## config.mk

```make
export PLATFORM = sky130hd
export DESIGN_NAME = key_table_toggle_store_unit
export DESIGN_NICKNAME = d
export VERILOG_FILES = /design/src/hdl/ktts_pkg.sv /design/src/hdl/ktts_ram.sv /design/src/hdl/ktts_ctrl.sv /design/src/hdl/key_table_toggle_store_unit.sv
export SDC_FILE = /design/constraint.sdc
export NUM_CORES = 1
export LEC_CHECK = 0
export BUFFER_PORTS_ARGS = -buffer_cell sky130_fd_sc_hd__buf_2
export CORE_AREA = 4 4 437 439
export DETAILED_ROUTE_END_ITERATION = 12
export DIE_AREA = 0 0 441 443
export SLEW_MARGIN = 20
export SYNTH_ARGS = -nofsm -noshare
export SYNTH_HDL_FRONTEND = slang
export SYNTH_SLANG_ARGS = --single-unit
```

## constraint.sdc

```tcl
create_clock -name clock -period 8.5 [get_ports clock]
set_input_delay 1.7 -clock clock [delete_from_list [all_inputs] [get_ports clock]]
set_output_delay 1.7 -clock clock [all_outputs]
set_load 0.1 [all_outputs]
```

## src/hdl/ktts_pkg.sv

```systemverilog
`timescale 1ns / 1ps
`default_nettype none
package ktts_pkg;

   localparam int ENTRIES_DEF = 32;
   localparam int KEY_W       = 32;
   localparam int ENTRY_W     = KEY_W + 1;

   localparam logic [1:0] OP_LOOKUP = 2'd0;
   localparam logic [1:0] OP_INSERT = 2'd1;
   localparam logic [1:0] OP_CLEAR  = 2'd2;
   localparam logic [1:0] OP_UNUSED = 2'd3;

   localparam logic [1:0] STS_OK        = 2'd0;
   localparam logic [1:0] STS_NOT_FOUND = 2'd1;
   localparam logic [1:0] STS_EXISTS    = 2'd2;
   localparam logic [1:0] STS_FULL      = 2'd3;

   typedef struct packed {
      logic [1:0]       opcode;
      logic [KEY_W-1:0] key;
   } req_type;

   typedef struct packed {
      logic [1:0] status;
      logic       prior_state;
   } rsp_type;

   typedef struct packed {
      logic    valid;
      rsp_type data;
   } res_type;

endpackage
`default_nettype wire

```

## src/hdl/ktts_ram.sv

```systemverilog
`timescale 1ns / 1ps
`default_nettype none
module ktts_ram #(
   parameter int WIDTH = 33,
   parameter int DEPTH = 32,
   localparam int AW = (DEPTH > 1) ? $clog2(DEPTH) : 1
) (
   input  wire logic             clock,
   input  wire logic             wr_en,
   input  wire logic [AW-1:0]    wr_addr,
   input  wire logic [WIDTH-1:0] wr_data,
   input  wire logic             rd_en,
   input  wire logic [AW-1:0]    rd_addr,
   output logic      [WIDTH-1:0] rd_data
);

   logic [WIDTH-1:0] mem_ff [DEPTH];

   always_ff @(posedge clock) begin
      if (wr_en) begin
         mem_ff[wr_addr] <= wr_data;
      end
      if (rd_en) begin
         rd_data <= mem_ff[rd_addr];
      end
   end

endmodule
`default_nettype wire

```

## src/hdl/ktts_ctrl.sv

```systemverilog
`timescale 1ns / 1ps
`default_nettype none
module ktts_ctrl #(
   parameter int ENTRIES = ktts_pkg::ENTRIES_DEF,
   localparam int IDX_W = (ENTRIES > 1) ? $clog2(ENTRIES) : 1,
   localparam int CNT_W = $clog2(ENTRIES + 1)
) (
   input  wire logic                           clock,
   input  wire logic                           reset,
   input  wire logic                           req_valid,
   output logic                                req_stall,
   input  wire ktts_pkg::req_type              req_data,
   output ktts_pkg::res_type                   res,
   input  wire logic                           res_ready,
   output logic                                wr_en,
   output logic [IDX_W-1:0]                    wr_addr,
   output logic [ktts_pkg::ENTRY_W-1:0]        wr_data,
   output logic                                rd_en,
   output logic [IDX_W-1:0]                    rd_addr,
   input  wire logic [ktts_pkg::ENTRY_W-1:0]   rd_data
);
   import ktts_pkg::*;

   localparam logic [1:0] S_IDLE = 2'd0;
   localparam logic [1:0] S_SCAN = 2'd1;
   localparam logic [1:0] S_RES  = 2'd2;

   logic [1:0]       state_ff, state_in;
   logic [1:0]       op_ff, op_in;
   logic [KEY_W-1:0] key_ff, key_in;
   logic [CNT_W-1:0] count_ff, count_in;
   logic [CNT_W-1:0] idx_ff, idx_in;
   logic             pend_ff, pend_in;
   logic [CNT_W-1:0] pend_addr_ff, pend_addr_in;
   logic [1:0]       status_ff, status_in;
   logic             prior_ff, prior_in;

   logic             accept;
   logic [1:0]       op_sel;
   logic [KEY_W-1:0] key_sel;
   logic             hit;
   logic             last;
   logic             miss;
   logic             full;
   logic             issue;

   assign req_stall = (state_ff != S_IDLE);
   assign accept    = req_valid && !req_stall;
   assign op_sel    = (state_ff == S_IDLE) ? req_data.opcode : op_ff;
   assign key_sel   = (state_ff == S_IDLE) ? req_data.key : key_ff;
   assign full      = (count_ff == CNT_W'(ENTRIES));
   assign hit       = (state_ff == S_SCAN) && pend_ff && (rd_data[ENTRY_W-1:1] == key_ff);
   assign last      = (pend_addr_ff == CNT_W'(count_ff - CNT_W'(1)));
   assign miss      = (accept && (count_ff == '0)
                       && (req_data.opcode == OP_LOOKUP || req_data.opcode == OP_INSERT))
                    || ((state_ff == S_SCAN) && pend_ff && !hit && last);
   assign issue     = (state_ff == S_SCAN) && !hit && !miss && (idx_ff < count_ff);

   assign rd_en      = issue;
   assign rd_addr    = idx_ff[IDX_W-1:0];
   assign res.valid  = (state_ff == S_RES);
   assign res.data.status      = status_ff;
   assign res.data.prior_state = prior_ff;

   always_comb begin
      state_in     = state_ff;
      op_in        = op_ff;
      key_in       = key_ff;
      count_in     = count_ff;
      idx_in       = idx_ff;
      pend_in      = 1'b0;
      pend_addr_in = pend_addr_ff;
      status_in    = status_ff;
      prior_in     = prior_ff;
      wr_en        = 1'b0;
      wr_addr      = pend_addr_ff[IDX_W-1:0];
      wr_data      = {key_ff, ~rd_data[0]};

      case (state_ff)
         S_IDLE: begin
            if (accept) begin
               op_in     = req_data.opcode;
               key_in    = req_data.key;
               idx_in    = '0;
               status_in = STS_OK;
               prior_in  = 1'b0;
               if (req_data.opcode == OP_CLEAR) begin
                  count_in = '0;
                  state_in = S_RES;
               end else if (miss || req_data.opcode == OP_UNUSED) begin
                  state_in = S_RES;
               end else begin
                  state_in = S_SCAN;
               end
            end
         end
         S_SCAN: begin
            if (issue) begin
               idx_in       = CNT_W'(idx_ff + CNT_W'(1));
               pend_in      = 1'b1;
               pend_addr_in = idx_ff;
            end
            if (hit) begin
               wr_en     = 1'b1;
               prior_in  = rd_data[0];
               status_in = (op_ff == OP_INSERT) ? STS_EXISTS : STS_OK;
               state_in  = S_RES;
            end else if (miss) begin
               state_in = S_RES;
            end
         end
         S_RES: begin
            if (res_ready) begin
               state_in = S_IDLE;
            end
         end
         default: begin
            state_in = S_IDLE;
         end
      endcase

      // miss: lookup reports not found, insert appends or is refused
      if (miss) begin
         prior_in = 1'b0;
         if (op_sel == OP_LOOKUP) begin
            status_in = STS_NOT_FOUND;
         end else if (full) begin
            status_in = STS_FULL;
         end else begin
            status_in = STS_OK;
            wr_en     = 1'b1;
            wr_addr   = count_ff[IDX_W-1:0];
            wr_data   = {key_sel, 1'b0};
            count_in  = CNT_W'(count_ff + CNT_W'(1));
         end
      end
   end

   always_ff @(posedge clock) begin
      if (reset) begin
         state_ff <= S_IDLE;
         count_ff <= '0;
         pend_ff  <= 1'b0;
      end else begin
         state_ff <= state_in;
         count_ff <= count_in;
         pend_ff  <= pend_in;
      end
      op_ff        <= op_in;
      key_ff       <= key_in;
      idx_ff       <= idx_in;
      pend_addr_ff <= pend_addr_in;
      status_ff    <= status_in;
      prior_ff     <= prior_in;
   end

endmodule
`default_nettype wire

```

## src/hdl/key_table_toggle_store_unit.sv

```systemverilog
// A request is registered, then the S_SCAN state reads entries up to the match (all in
// use on a miss); an empty table, a clear or an unused opcode go straight to S_RES.
// A new request is stalled until the result leaves S_RES; the scan reads one entry
// a cycle through the single read port of the table memory, then writes back the entry.
// A new request is taken while the previous result still waits at the output register.
// Reset empties the table (entry count to zero); memory contents are not cleared.
`timescale 1ns / 1ps
`default_nettype none
module key_table_toggle_store_unit #(
   parameter int ENTRIES = ktts_pkg::ENTRIES_DEF
) (
   input  wire logic              clock,
   input  wire logic              reset,
   input  wire logic              req_valid,
   output logic                   req_stall,
   input  wire ktts_pkg::req_type req_data,
   output logic                   rsp_valid,
   input  wire logic              rsp_stall,
   output ktts_pkg::rsp_type      rsp_data
);
   import ktts_pkg::*;

   localparam int IDX_W = (ENTRIES > 1) ? $clog2(ENTRIES) : 1;

   res_type            res;
   logic               res_ready;
   logic               wr_en;
   logic [IDX_W-1:0]   wr_addr;
   logic [ENTRY_W-1:0] wr_data;
   logic               rd_en;
   logic [IDX_W-1:0]   rd_addr;
   logic [ENTRY_W-1:0] rd_data;
   logic               rsp_valid_ff, rsp_valid_in;
   rsp_type            rsp_data_ff, rsp_data_in;

   ktts_ram #(
      .WIDTH (ENTRY_W),
      .DEPTH (ENTRIES)
   ) u_ram (
      .clock   (clock),
      .wr_en   (wr_en),
      .wr_addr (wr_addr),
      .wr_data (wr_data),
      .rd_en   (rd_en),
      .rd_addr (rd_addr),
      .rd_data (rd_data)
   );

   ktts_ctrl #(
      .ENTRIES (ENTRIES)
   ) u_ctrl (
      .clock     (clock),
      .reset     (reset),
      .req_valid (req_valid),
      .req_stall (req_stall),
      .req_data  (req_data),
      .res       (res),
      .res_ready (res_ready),
      .wr_en     (wr_en),
      .wr_addr   (wr_addr),
      .wr_data   (wr_data),
      .rd_en     (rd_en),
      .rd_addr   (rd_addr),
      .rd_data   (rd_data)
   );

   assign res_ready = !rsp_valid_ff || !rsp_stall;

   always_comb begin
      rsp_valid_in = rsp_valid_ff;
      rsp_data_in  = rsp_data_ff;
      if (res.valid && res_ready) begin
         rsp_valid_in = 1'b1;
         rsp_data_in  = res.data;
      end else if (!rsp_stall) begin
         rsp_valid_in = 1'b0;
      end
   end

   always_ff @(posedge clock) begin
      if (reset) begin
         rsp_valid_ff <= 1'b0;
      end else begin
         rsp_valid_ff <= rsp_valid_in;
      end
      rsp_data_ff <= rsp_data_in;
   end

   assign rsp_valid = rsp_valid_ff;
   assign rsp_data  = rsp_data_ff;

endmodule
`default_nettype wire
```

Word-level counts from Yosys, hierarchy flattened

Memory sizes are Yosys's and may differ from the RTL's. A register that Yosys moved wholly into a read port is not among the register bits.
Cells that the tools add are included.

Register bits after elaboration: 62
Memory bits (writable): 1056
Input bits: 38
Output and inout bits: 5
Word-level logic and storage cells: 113
Memories kept: 1

Memories:

| name         | words | width | rd ports | clocked after memory_dff | wr ports | line           | text |
|---|---|---|---|---|---|---|---|
| u_ram.mem_ff | 32    | 33    | 1        | 1                        | 1        | ktts_ram.sv:17 | `logic [WIDTH-1:0] mem_ff [DEPTH];` |

Add/sub/neg operators: 3
Order comparisons: 1
Equality and inequality tests: 16
Muxes and demuxes: 44
Bitwise gates (word level): 2
Reduce and logical (&&, ||, !) cells: 34

Operators with widths:

| operator                                                                | count |
|---|---|
| 33-bit 2-to-1 mux                                                       | 3 |
| 6-bit 2-to-1 mux                                                        | 8 |
| 32-bit == test                                                          | 1 |
| 32-bit 2-to-1 mux                                                       | 1 |
| 2-bit 2-to-1 mux                                                        | 13 |
| 5-bit 2-to-1 mux                                                        | 3 |
| 6-bit by 1-bit adder with 6-bit output, second input constant           | 2 |
| 1-bit 2-to-1 mux                                                        | 12 |
| 6-bit one-hot mux with 2 select lines                                   | 1 |
| 3-bit AND reduction                                                     | 4 |
| 1-bit logical AND                                                       | 11 |
| 2-bit by 1-bit inequality test with 1-bit output, second input constant | 4 |
| 2-bit by 1-bit == test with 1-bit output, second input constant         | 3 |
| 2-bit == test, second input constant                                    | 3 |
| 6-bit == test                                                           | 1 |
| 6-bit == test, second input constant                                    | 1 |
| 2-bit zero test                                                         | 3 |
| 6-bit zero test                                                         | 1 |
| 6-bit less-than comparator                                              | 1 |
| 3-bit by 1-bit inequality test with 1-bit output, second input constant | 2 |
| 2-bit one-hot mux with 3 select lines                                   | 1 |
| 6-bit by 1-bit subtractor with 6-bit output, second input constant      | 1 |
| 1-bit zero test                                                         | 5 |
| 1-bit logical OR                                                        | 4 |
| 8 further kinds                                                         | 11 |

Logic depth before layout (Yosys ltp)

Gate-level depths: netlist of the first run.

Word-level depth: 12
Depth in mapped cells: 12
Depth with buffers taken out: 9

Cells and area by module

From an unflattened synthesis of the first run, not the netlist that was laid out.

Cells, all modules: 2621
Area, all modules: 45621.3 sq um

Modules (own cells, without submodules):

| module                      | instances | cells an instance | area each (sq um) |
|---|---|---|---|
| ktts_ram                    | 1         | 2332              | 42144.2 |
| ktts_ctrl                   | 1         | 281               | 3348.2 |
| key_table_toggle_store_unit | 1         | 8                 | 128.9 |

Worst setup path before layout of the first run

No wires, ideal clock.

Path kind: input-to-reg
Start: input req_valid
End: memory u_ram.mem_ff[19][0] (enable)
Setup time: 0.506 ns
Arrival: 7.015 ns
Required time: 7.994 ns
Slack: 0.980 ns
Stages on the path: 6
Buffers on the path: 1
Path through: and2_1 -> clkbuf_1 -> nand3_1 -> a21boi_1 -> o31a_1 -> nor4_1

Cells in the longest elaborated chain, start to end: 7
Elaborated cells between the ends (all ways): 8
Classes of those cells: mux (4); reduce/logical (4)

Ends and longest elaborated chain:

| item                                   | line                              | text |
|---|---|---|
| start, declared                        | key_table_toggle_store_unit.sv:14 | `input wire logic req_valid,` |
| 1-bit logical AND *                    | ktts_ctrl.sv:48                   | `assign accept = req_valid && !req_stall;` |
| 1-bit logical AND *                    | ktts_ctrl.sv:54                   | `assign miss = (accept && (count_ff == '0)` |
| 1-bit logical AND *                    | ktts_ctrl.sv:55                   | `&& (req_data.opcode == OP_LOOKUP \|\| req_data.opcode == OP_INSERT))` |
| 1-bit logical OR *                     | ktts_ctrl.sv:56                   | `\|\| ((state_ff == S_SCAN) && pend_ff && !hit && last);` |
| 1-bit 2-to-1 mux                       | ktts_ctrl.sv:123                  | `if (miss) begin` |
| 1-bit 2-to-1 mux                       | ktts_ram.sv:20                    | `if (wr_en) begin` |
| 1-bit 2-to-1 mux (not written as such) | ktts_ram.sv:21                    | `mem_ff[wr_addr] <= wr_data;` |
| end, declared                          | ktts_ram.sv:17                    |  |

Every way passes the cells marked *; elsewhere a longest branch is shown, timed or not.

Worst setup path in the final report of the first run

Start: input req_data[33] (netlist bit)
End: memory u_ram.mem_ff[29][13] (enable)

Cells in the longest elaborated chain, start to end: 7
Elaborated cells between the ends (all ways): 13
Classes of those cells: eq/ne (1); mux (7); reduce/logical (5)

Ends and longest elaborated chain:

| item                                                                        | line                              | text |
|---|---|---|
| start, declared                                                             | key_table_toggle_store_unit.sv:16 | `input wire ktts_pkg::req_type req_data,` |
| 2-bit by 1-bit == test with 1-bit output or 2-bit zero test (tied branches) | ktts_ctrl.sv:55                   |  |
| 1-bit logical OR                                                            | ktts_ctrl.sv:55                   |  |
| 1-bit logical AND                                                           | ktts_ctrl.sv:55                   |  |
| 1-bit logical OR                                                            | ktts_ctrl.sv:56                   |  |
| 1-bit 2-to-1 mux                                                            | ktts_ctrl.sv:123                  |  |
| 1-bit 2-to-1 mux                                                            | ktts_ram.sv:20                    |  |
| 1-bit 2-to-1 mux (not written as such)                                      | ktts_ram.sv:21                    |  |

Several ways; a longest one is shown, not always the timed one.

==> flow_summary.yaml, run 1 <==
status:
  status: "completed"
worst_setup_path:
  crit_type: "primary input to register"
  crit_start: "req_data[33]"
  worstPathMaxFanout: 27
  crit_path_top_delay_cell: "or3_1"
  required_ps: 8800
  crit_arrival_ps: 4870
  r2r_cells: 8
  start_kind: "primary input"
  r2r-start: "u_ctrl.key_ff[17]"
  endpoint_kind: "register"
  worstPathCellList: "buf_2, nor2_1, a21oi_1, and2_1, nand3_1, or3_1, a211oi_4, buf_4"
  cp_slowest_stage_delay_ps: 680
sta:
  finalMaxSlewViolations: 0
  fin_crit_ps: 4570
  timing.hold.ws_ps: 431
  slew_headroom_pct: 30.7
  tightestPinTransition_ps: 1040
  fmax_mhz: 219
  report.final.setup_viol: 0
  hold_viol_final: 0
  rsz0062_at_grt: "false"
  clock_skew_ps: 42.8
  fin_crit_sh_pct: 53.7
  finalSetupTns_ps: 0
route:
  drc_errors: 0
  drtIter0Drc: 1859
  drt_first_pass_iters: 5
  routed_wl_mm: 102
  post_drt_wl_per_cell_um: 22.1
  vias: 19900
  vias_per_cell: 4.32
  ant_nets: 0
clock_tree:
  post_cts_buffers: 0
  ctsResizeCount: 0
  ctsHoldBuffers: 0
  htreeDepth: 3
  cts_made_buffers: 116
  clkLatencyLatePin_ps: 680
  cts_tree: "done"
  clk_pin_slew_worst_paths_ps: 60
  cts_buffer_depth: 3
  clock-root-buffer: "clkbuf_16"
  clock-sinks: 1151
finish:
  areaGrowthSynthToFinish_pct: 17.0
  fillers: 18100
  drive_gt1_share_pct: 33.8
  final_nets: 2049
pwr:
  p_clk_share_pct: 40.1
  pwr-share-seq_pct: 51.6
  power_density_nw_per_um2: 238
  internal-power_uw: 9710
  p_leak_uw: 0.0155
  vdd_ir_drop_max_uv: 151
  switchingPower_uw: 2740
  switching_share_pct: 22.0
  total_power_uw: 12500
  pwr-share-comb_pct: 8.2
logic_synthesis:
  synth_seq_area_share_pct: 77.1
  syn_nets: 1924
  async_flop_share_pct: 0
  syn_area_sq_um: 44700
  syn_inst: 1878
  ys_ff_latch: 1151
  ys_warn_count: 0
  ys_dominant_reg_cell: "edfxtp_1"
  synth-edff-count: 1140
  syn_avg_cell_area_sq_um: 23.8
  synth.distinct_cells: 57
global_route:
  grt_overflow_total: 0
  grtUsageTotal_pct: 10.2
  grt_pass1_vias: 20700
  grt_pass1_wl_mm: 148
  antenna_found_initial: 11
  grt_max_degree: 138
floorplan:
  rows: 159
  num_io_pins: 43
  dieArea_sq_um: 195000
  die_w_um: 441
  core_sq_um: 187000
  start_util_pct: 23.9
  die_h_um: 443
placement:
  place.gp.congestion: 0.775
  dp_hpwl_mm: 56.6
  io_buffers: 42
worst_hold_path:
  whs_path_depth: 0
  hold_path.class: "register to register"
  hp-start: "u_ctrl.status_ff[0]"
flow_run:
  drv_cap: 0
routing by layer:
layer / up-vias / routed length, um / track usage, %
li1: 8331 / - / -
met1: 10700 / 41700 / 13.4
met2: 644 / 51400 / 17.2
met3: 177 / 5450 / 1.56
met4: 2 / 3280 / 3.79
met5: - / 8 / 0
worst paths after layout:
check	to	slack (ps)
worst max-delay path	u_ram.mem_ff[29][13]	3930
worst min-delay path	rsp_data[1]	430
worst max register to register	u_ram.mem_ff[18][5]	3970
worst min register to register	rsp_data[1]	430
state kept, by name (all words and copies together) (netlist names), 2 cells and up:
name / count
u_ctrl.op_ff: 2
u_ctrl.status_ff: 2
u_ctrl.count_ff: 6
u_ctrl.key_ff: 32
u_ctrl.pend_addr_ff: 6
u_ram.mem_ff: 1056
u_ram.rd_data: 33
u_ctrl.idx_ff: 6
u_ctrl.state_ff: 2
rsp_data: 3
synthesized netlist by cell type, types with 2 or more instances:
cell	number	area [sq um]
buf_6	3	33.8
mux2_2	62	698
xnor2_1	12	105
buf_1	11	41.3
o211ai_1	8	60.1
nor4_1	18	113
buf_2	24	120
mux2_1	3	33.8
and3_1	3	18.8
a31oi_1	3	18.8
or3_1	4	25.0
o32a_1	2	20.0
nand2_1	12	45.0
nand3b_1	2	15.0
a21o_1	2	15.0
a211oi_1	25	188
o21ai_0	4	20.0
nand4b_1	2	17.5
nor2_1	19	71.3
a32oi_1	2	17.5
edfxtp_1	1140	34200
nand2b_1	3	18.8
mux4_2	330	7430
xor2_1	34	298
dfxtp_1	11	220
a21oi_1	11	55.1
nand3_1	11	55.1
ha_1	8	100
inv_1	10	37.5
and2_1	4	25.0
nor3_1	6	30.0
clkbuf_1	60	225
nand4_1	5	31.3
stage by stage:
step	setup slack [ps]	util, %	cells	cell area [sq um]
after floorplan	980	-	1878	44700
after global placement	2830	25.9	4377	48500
after detailed placement	2780	25.9	4378	48500
after CTS	3500	27.9	4597	52200
after global routing	3600	27.9	4600	52300
final	3930	27.9	4600	52300
cells by family (layout without fill, tap and decap cells):
family,after synthesis,count (layout),share of synthesized area [%]
AND/OR/NAND/NOR,98,98,1.24
XOR/XNOR,46,46,0.902
flip-flops,1151,1151,77.1
AO/OA/AOI/OAI,71,71,1.21
multiplexers,395,395,18.3
buffers and inverters,109,335,1.03
adder cells (fa/ha/maj),8,8,0.224
other,0,1,0
critical path, delay by kind of cell:
family,cells,cell delay [ps]
AND/OR/NAND/NOR,4,1570
AO/OA/AOI/OAI,2,880
buffers and inverters,2,700
layout by cell type, fill, tap and decap left out, types with 5 or more instances in the layout:
cell type / netlist / layout
clkbuf_16: 0 / 118
a211oi_4: 0 / 24
xor2_1: 34 / 34
clkinv_2: 0 / 24
nor3_1: 6 / 6
nor4_1: 18 / 10
clkinvlp_4: 0 / 6
nor2_1: 19 / 19
nand4_1: 5 / 5
o211ai_1: 8 / 8
bufinv_16: 0 / 11
clkbuf_1: 60 / 27
dfxtp_1: 11 / 11
nand2_1: 12 / 12
nand3_1: 11 / 10
nor4_2: 1 / 9
mux2_2: 62 / 63
buf_2: 24 / 42
ha_1: 8 / 8
clkinv_1: 0 / 24
mux4_2: 330 / 330
buf_4: 0 / 56
a21oi_1: 11 / 11
xnor2_1: 12 / 12
edfxtp_1: 1140 / 1140
inv_1: 10 / 10
power groups by stage:
stage | clock, uW | sequential, uW | combinational (uW)
3_5_place_dp | 0 | 6550 | 1050
2_1_floorplan | 0 | 6550 | 699
3_3_place_gp | 0 | 6550 | 1030
4_1_cts | 5100 | 6430 | 1050
6_report | 5000 | 6430 | 1030
5_1_grt | 5350 | 6430 | 1100
layout make-up:
type	count	area [sq um]	share of cell area [%]
Tap cell	2495	3120	5.97
Antenna cell	1	2.50	0.00479
Clock buffer	145	3050	5.84
Clock inverter	74	714	1.37
Sequential cell	1151	34500	65.9
Timing Repair Buffer	105	761	1.46
Inverter	11	41.3	0.0790
Multi-Input combinational cell	618	10100	19.4
(Power assumes the default switching activity.)
==> run 2: changes to the inputs <==
- clock period: 8.5 -> 4 ns (I/O delays scaled with it)
==> flow_summary.yaml, run 2 (synthesis gave the netlist of run 1 again) <==
placement:
  io_buffers: 42
  dp_hpwl_mm: 64.8
  placed_cell_area_sq_um: 50700
  place.gp.congestion: 0.772
route:
  routed_wl_mm: 111
  vias: 20700
  ant_nets: 0
  drtIter0Drc: 2094
  post_drt_wl_per_cell_um: 23.5
  drc_errors: 0
  vias_per_cell: 4.39
  drt_first_pass_iters: 5
clock_tree:
  clkLatencyLatePin_ps: 690
  ctsHoldBuffers: 0
  cts_buffer_depth: 3
  clock-root-buffer: "clkbuf_16"
  htreeDepth: 3
  clock-sinks: 1151
  cts_tree: "done"
  clk_pin_slew_worst_paths_ps: 60
  cts_made_buffers: 117
  post_cts_buffers: 0
flow_run:
  drv_cap: 0
sta:
  clock_skew_ps: 22.1
  fmax_mhz: 269
  tightestPinTransition_ps: 876
  hold_viol_final: 0
  finalMaxSlewViolations: 0
  slew_headroom_pct: 41.6
  rsz0062_at_grt: "false"
  report.final.setup_viol: 0
  timing.hold.ws_ps: 304
  fin_crit_sh_pct: 93.0
  fin_crit_ps: 3720
worst_setup_path:
  crit_arrival_ps: 4060
  required_ps: 4340
  crit_type: "register to register"
  worstPathMaxFanout: 33
  cp_slowest_stage_delay_ps: 570
  start_kind: "register"
  crit_path_top_delay_cell: "or3_1"
  worstPathCellList: "xor2_1, nor4_1, nand4_1, or3_1, nor2_1, buf_4, a32oi_4, nor4_4, buf_12"
  endpoint_kind: "register"
global_route:
  grt_pass1_vias: 21500
  grt_pass1_wl_mm: 160
  grt_max_degree: 71
  grt_overflow_total: 0
  grtUsageTotal_pct: 11.2
  antenna_found_initial: 11
floorplan:
  dieArea_sq_um: 195000
  start_util_pct: 23.9
  die_w_um: 441
  core_sq_um: 187000
  rows: 159
  num_io_pins: 43
  die_h_um: 443
pwr:
  switching_share_pct: 22.1
  internal-power_uw: 20900
  pwr-share-seq_pct: 50.8
  pwr-share-comb_pct: 9.3
  p_clk_share_pct: 39.8
  total_power_uw: 26900
  power_density_nw_per_um2: 493
  p_leak_uw: 0.0165
  vdd_ir_drop_max_uv: 376
  switchingPower_uw: 5940
finish:
  areaGrowthSynthToFinish_pct: 21.9
  final_cell_mix: "edfxtp_1, mux4_2, clkbuf_16, buf_12, buf_4"
  top_register: "u_ram.mem_ff"
  drive_gt1_share_pct: 37.4
  final_cell_area_sq_um: 54500
  largest_reg_flops: 1056
  fillers: 17900
  final_nets: 2160
  final_common_cell: "edfxtp_1"
  reg.largest.list: "u_ram.mem_ff (1056), u_ram.rd_data (33), u_ctrl.key_ff (32)"
worst_hold_path:
  hold_path.class: "primary input to register"
status:
  status: "completed"
## run 2: cell count changes in the layout (fill, tap and decap cells not counted), sizes merged
cell / delta
buf: +110
bufinv: +1
clkbuf: -7
clkinv: +3
clkinvlp: -3
diode: +2
inv: +5
## run 2: power by group through the flow
| stage | Sequential [uW] | Clock, uW | Combinational, uW |
|---|---|---|---|
| after CTS | 13600 | 10900 | 2550 |
| after global placement | 13900 | 0 | 2510 |
| after floorplan | 13900 | 0 | 1510 |
| after detailed placement | 13900 | 0 | 2540 |
| final | 13600 | 10700 | 2510 |
| after global routing | 13600 | 11500 | 2680 |
## run 2: what timing repair did
item                                   CTS  global route
gates resized for setup                  0             1
endpoints found under the hold margin    0             0
setup endpoints to repair                0            77
## run 2: layout make-up
class | count | area (sq um) | area share, %
Antenna cell | 3 | 7.51 | 0.0138
Clock buffer | 138 | 3050 | 5.60
Clock inverter | 80 | 714 | 1.31
Inverter | 11 | 43.8 | 0.0804
Multi-Input combinational cell | 618 | 10300 | 18.9
Sequential cell | 1151 | 34500 | 63.3
Tap cell | 2495 | 3120 | 5.73
Timing Repair Buffer | 215 | 2790 | 5.11
## run 2: layer usage
layer | up-vias | share of wire [%] | global-route usage [%]
met5 | - | 0.011 | 0
met1 | 11300 | 43 | 15.4
li1 | 8592 | - | -
met3 | 138 | 6.7 | 2.53
met2 | 640 | 48 | 17.9
met4 | 2 | 2.3 | 3.08
## run 2: worst paths after layout
check / from / end / slack (ps) / cells after the start
min: req_data[29] / u_ctrl.key_ff[29] / 300 / 1
max reg2reg: u_ctrl.key_ff[10] / u_ram.mem_ff[16][6] / 280 / 9
max: u_ctrl.key_ff[10] / u_ram.mem_ff[16][6] / 280 / 9
min reg2reg: u_ctrl.status_ff[0] / rsp_data[1] / 420 / 0
## run 2: per-stage QoR
| step | cells | utilization (%) | setup WS (ps) | setup TNS (ps) |
|---|---|---|---|---|
| after floorplan | 1878 | - | -385 | -144080 |
| after global placement | 4490 | 27.1 | 88.1 | 0 |
| after detailed placement | 4490 | 27.1 | 121 | 0 |
| after CTS | 4708 | 29.1 | 69.3 | 0 |
| after global routing | 4709 | 29.1 | 86.6 | 0 |
| final | 4711 | 29.1 | 281 | 0 |
## run 2: critical path, delay by kind of cell (launching register included)
family	cells	cell delay, ps
AND/OR/NAND/NOR	5	2040
AO/OA/AOI/OAI	1	160
flip-flops	1	400
buffers and inverters	2	500
XOR/XNOR	1	220
==> run 3: changes to the inputs <==
- MAX_ROUTING_LAYER: default -> met4
- SLEW_MARGIN: 20 -> default
==> flow_summary.yaml, run 3 (synthesis gave the netlist of run 1 again) <==
pwr:
  power_density_nw_per_um2: 497
  pwr-share-comb_pct: 9.3
  p_leak_uw: 0.0165
  vdd_ir_drop_max_uv: 377
  switching_share_pct: 22.3
  switchingPower_uw: 6060
  pwr-share-seq_pct: 50.3
  p_clk_share_pct: 40.4
  internal-power_uw: 21100
finish:
  final_nets: 2160
  areaGrowthSynthToFinish_pct: 22.1
  drive_gt1_share_pct: 37.9
  final_core_util_pct: 29.1
  reg.largest.list: "u_ram.mem_ff (1056), u_ram.rd_data (33), u_ctrl.key_ff (32)"
  largest_reg_flops: 1056
  top_register: "u_ram.mem_ff"
  final_common_cell: "edfxtp_1"
  final_cell_mix: "edfxtp_1, mux4_2, clkbuf_16, buf_12, buf_4"
floorplan:
  start_util_pct: 23.9
  dieArea_sq_um: 195000
  die_w_um: 441
  die_h_um: 443
  core_sq_um: 187000
  rows: 159
  num_io_pins: 43
worst_setup_path:
  rrSetupSlack_ps: 20
  crit_path_top_delay_cell: "nor4_1"
  crit_type: "register to register"
  start_kind: "register"
  critPathTopFamily: "simple AND/OR/NAND/NOR gates"
  cp_common_cell: "buf_4"
  worst-path-stages: 11
  endpoint_kind: "register"
  endpoint: "u_ram.mem_ff[27][16]"
  worstPathCellList: "xor2_1, nor4_1, nand4_1, buf_4, o211ai_2, o21ai_4, buf_4, a211o_1, buf_12, a211oi_4, buf_4"
  crit_start: "u_ram.rd_data[19]"
  required_ps: 4390
  r2r-start: "u_ram.rd_data[19]"
  r2r_cells: 11
  crit_arrival_ps: 4370
  cp_slowest_stage_delay_ps: 690
  r2r-end: "u_ram.mem_ff[27][16]"
  crit_buf_inv: 4
  worstPathMaxFanout: 8
route:
  drtIter0Drc: 2256
  ant_nets: 0
  routed_wl_mm: 110
  drc_errors: 0
  drt_first_pass_iters: 5
  vias_per_cell: 4.44
  post_drt_wl_per_cell_um: 23.4
  vias: 20900
global_route:
  grt_overflow_total: 0
  grt_max_degree: 71
  grt_pass1_wl_mm: 160
  grt_pass1_vias: 21500
  antenna_found_initial: 9
  grtUsageTotal_pct: 11.6
sta:
  hold_viol_final: 0
  tightestPinTransition_ps: 886
  rsz0062_at_grt: "false"
  report.final.setup_viol: 0
  fin_crit_sh_pct: 99.5
  timing.hold.ws_ps: 294
  slew_headroom_pct: 40.9
  finalMaxSlewViolations: 0
  clock_skew_ps: 37.9
  fmax_mhz: 251
  fin_crit_ps: 3980
clock_tree:
  cts_buffer_depth: 3
  htreeDepth: 3
  ctsHoldBuffers: 0
  clock-root-buffer: "clkbuf_16"
  clock-sinks: 1151
  clkLatencyLatePin_ps: 710
  cts_made_buffers: 117
  post_cts_buffers: 0
  cts_tree: "done"
  clk_pin_slew_worst_paths_ps: 60
placement:
  io_buffers: 42
  dp_hpwl_mm: 64.6
  place.gp.congestion: 0.783
worst_hold_path:
  hold_path.class: "primary input to register"
status:
  status: "completed"
flow_run:
  drv_cap: 0
-- run 3: area by class of cell --
type	instances	area, sq um
diodes	4	10.0
inverters	11	43.8
flip-flops and latches	1151	34500
multi-input cells	618	10300
repair buffers	215	2790
well taps	2495	3120
fillers	18000	133000
clock buffers	133	2990
clock inverters	87	871
-- run 3: stage by stage --
step           power, uW  instances  setup WS (ps)  area [sq um]  setup TNS (ps)
2_1_floorplan      15400       1878           -385         45000         -144080
5_1_grt            28100       4714           7.83         54600               0
4_1_cts            27400       4710           55.4         54500               0
3_3_place_gp       16400       4490           88.1         50700               0
6_report           27100       4714           21.0         54600               0
3_5_place_dp       16400       4490            118         50700               0
-- run 3: routing by layer --
layer / track usage, % / wire length [um] / vias to the layer above / part of all wire, %
li1: - / - / 8594 / -
met3: 2.20 / 6740 / 157 / 6.1
met2: 17.6 / 52500 / 747 / 48
met1: 15.6 / 48200 / 11400 / 44
met5: - / 0 / - / 0
met4: 3.75 / 2990 / 0 / 2.7
-- run 3: timing repair --
| action | in CTS | in global routing |
|---|---|---|
| resized for setup | 0 | 1 |
| setup endpoints to repair | 0 | 67 |
| hold endpoints to repair | 0 | 0 |
-- run 3: worst register-to-register path: stages, from the launching register on --
cell and delay (ps):
edfxtp_1 420, xor2_1 180, nor4_1 690, nand4_1 400, buf_4 280, o211ai_2 280, o21ai_4 130, buf_4 160
a211o_1 290, buf_12 170, a211oi_4 390, buf_4 260
-- run 3: how the worst min path moves through the flow --
stage                                   start                 to  slack, ps  cells past startpoint
final                            req_data[14]  u_ctrl.key_ff[14]        290                      1
after global routing              req_data[5]   u_ctrl.key_ff[5]        260                      1
after CTS                        req_data[14]  u_ctrl.key_ff[14]        240                      1
after detailed placement  u_ctrl.status_ff[1]        rsp_data[2]        410                      0
after global placement    u_ctrl.status_ff[1]        rsp_data[2]        410                      0
after floorplan           u_ctrl.status_ff[0]        rsp_data[1]        400                      0
-- run 3: power groups by stage --
stage                     Sequential [uW]  Clock [uW]  Combinational, uW
after floorplan                     13900           0               1510
after global placement              13900           0               2510
after detailed placement            13900           0               2540
after CTS                           13600       11200               2550
after global routing                13600       11700               2680
final                               13600       11000               2510
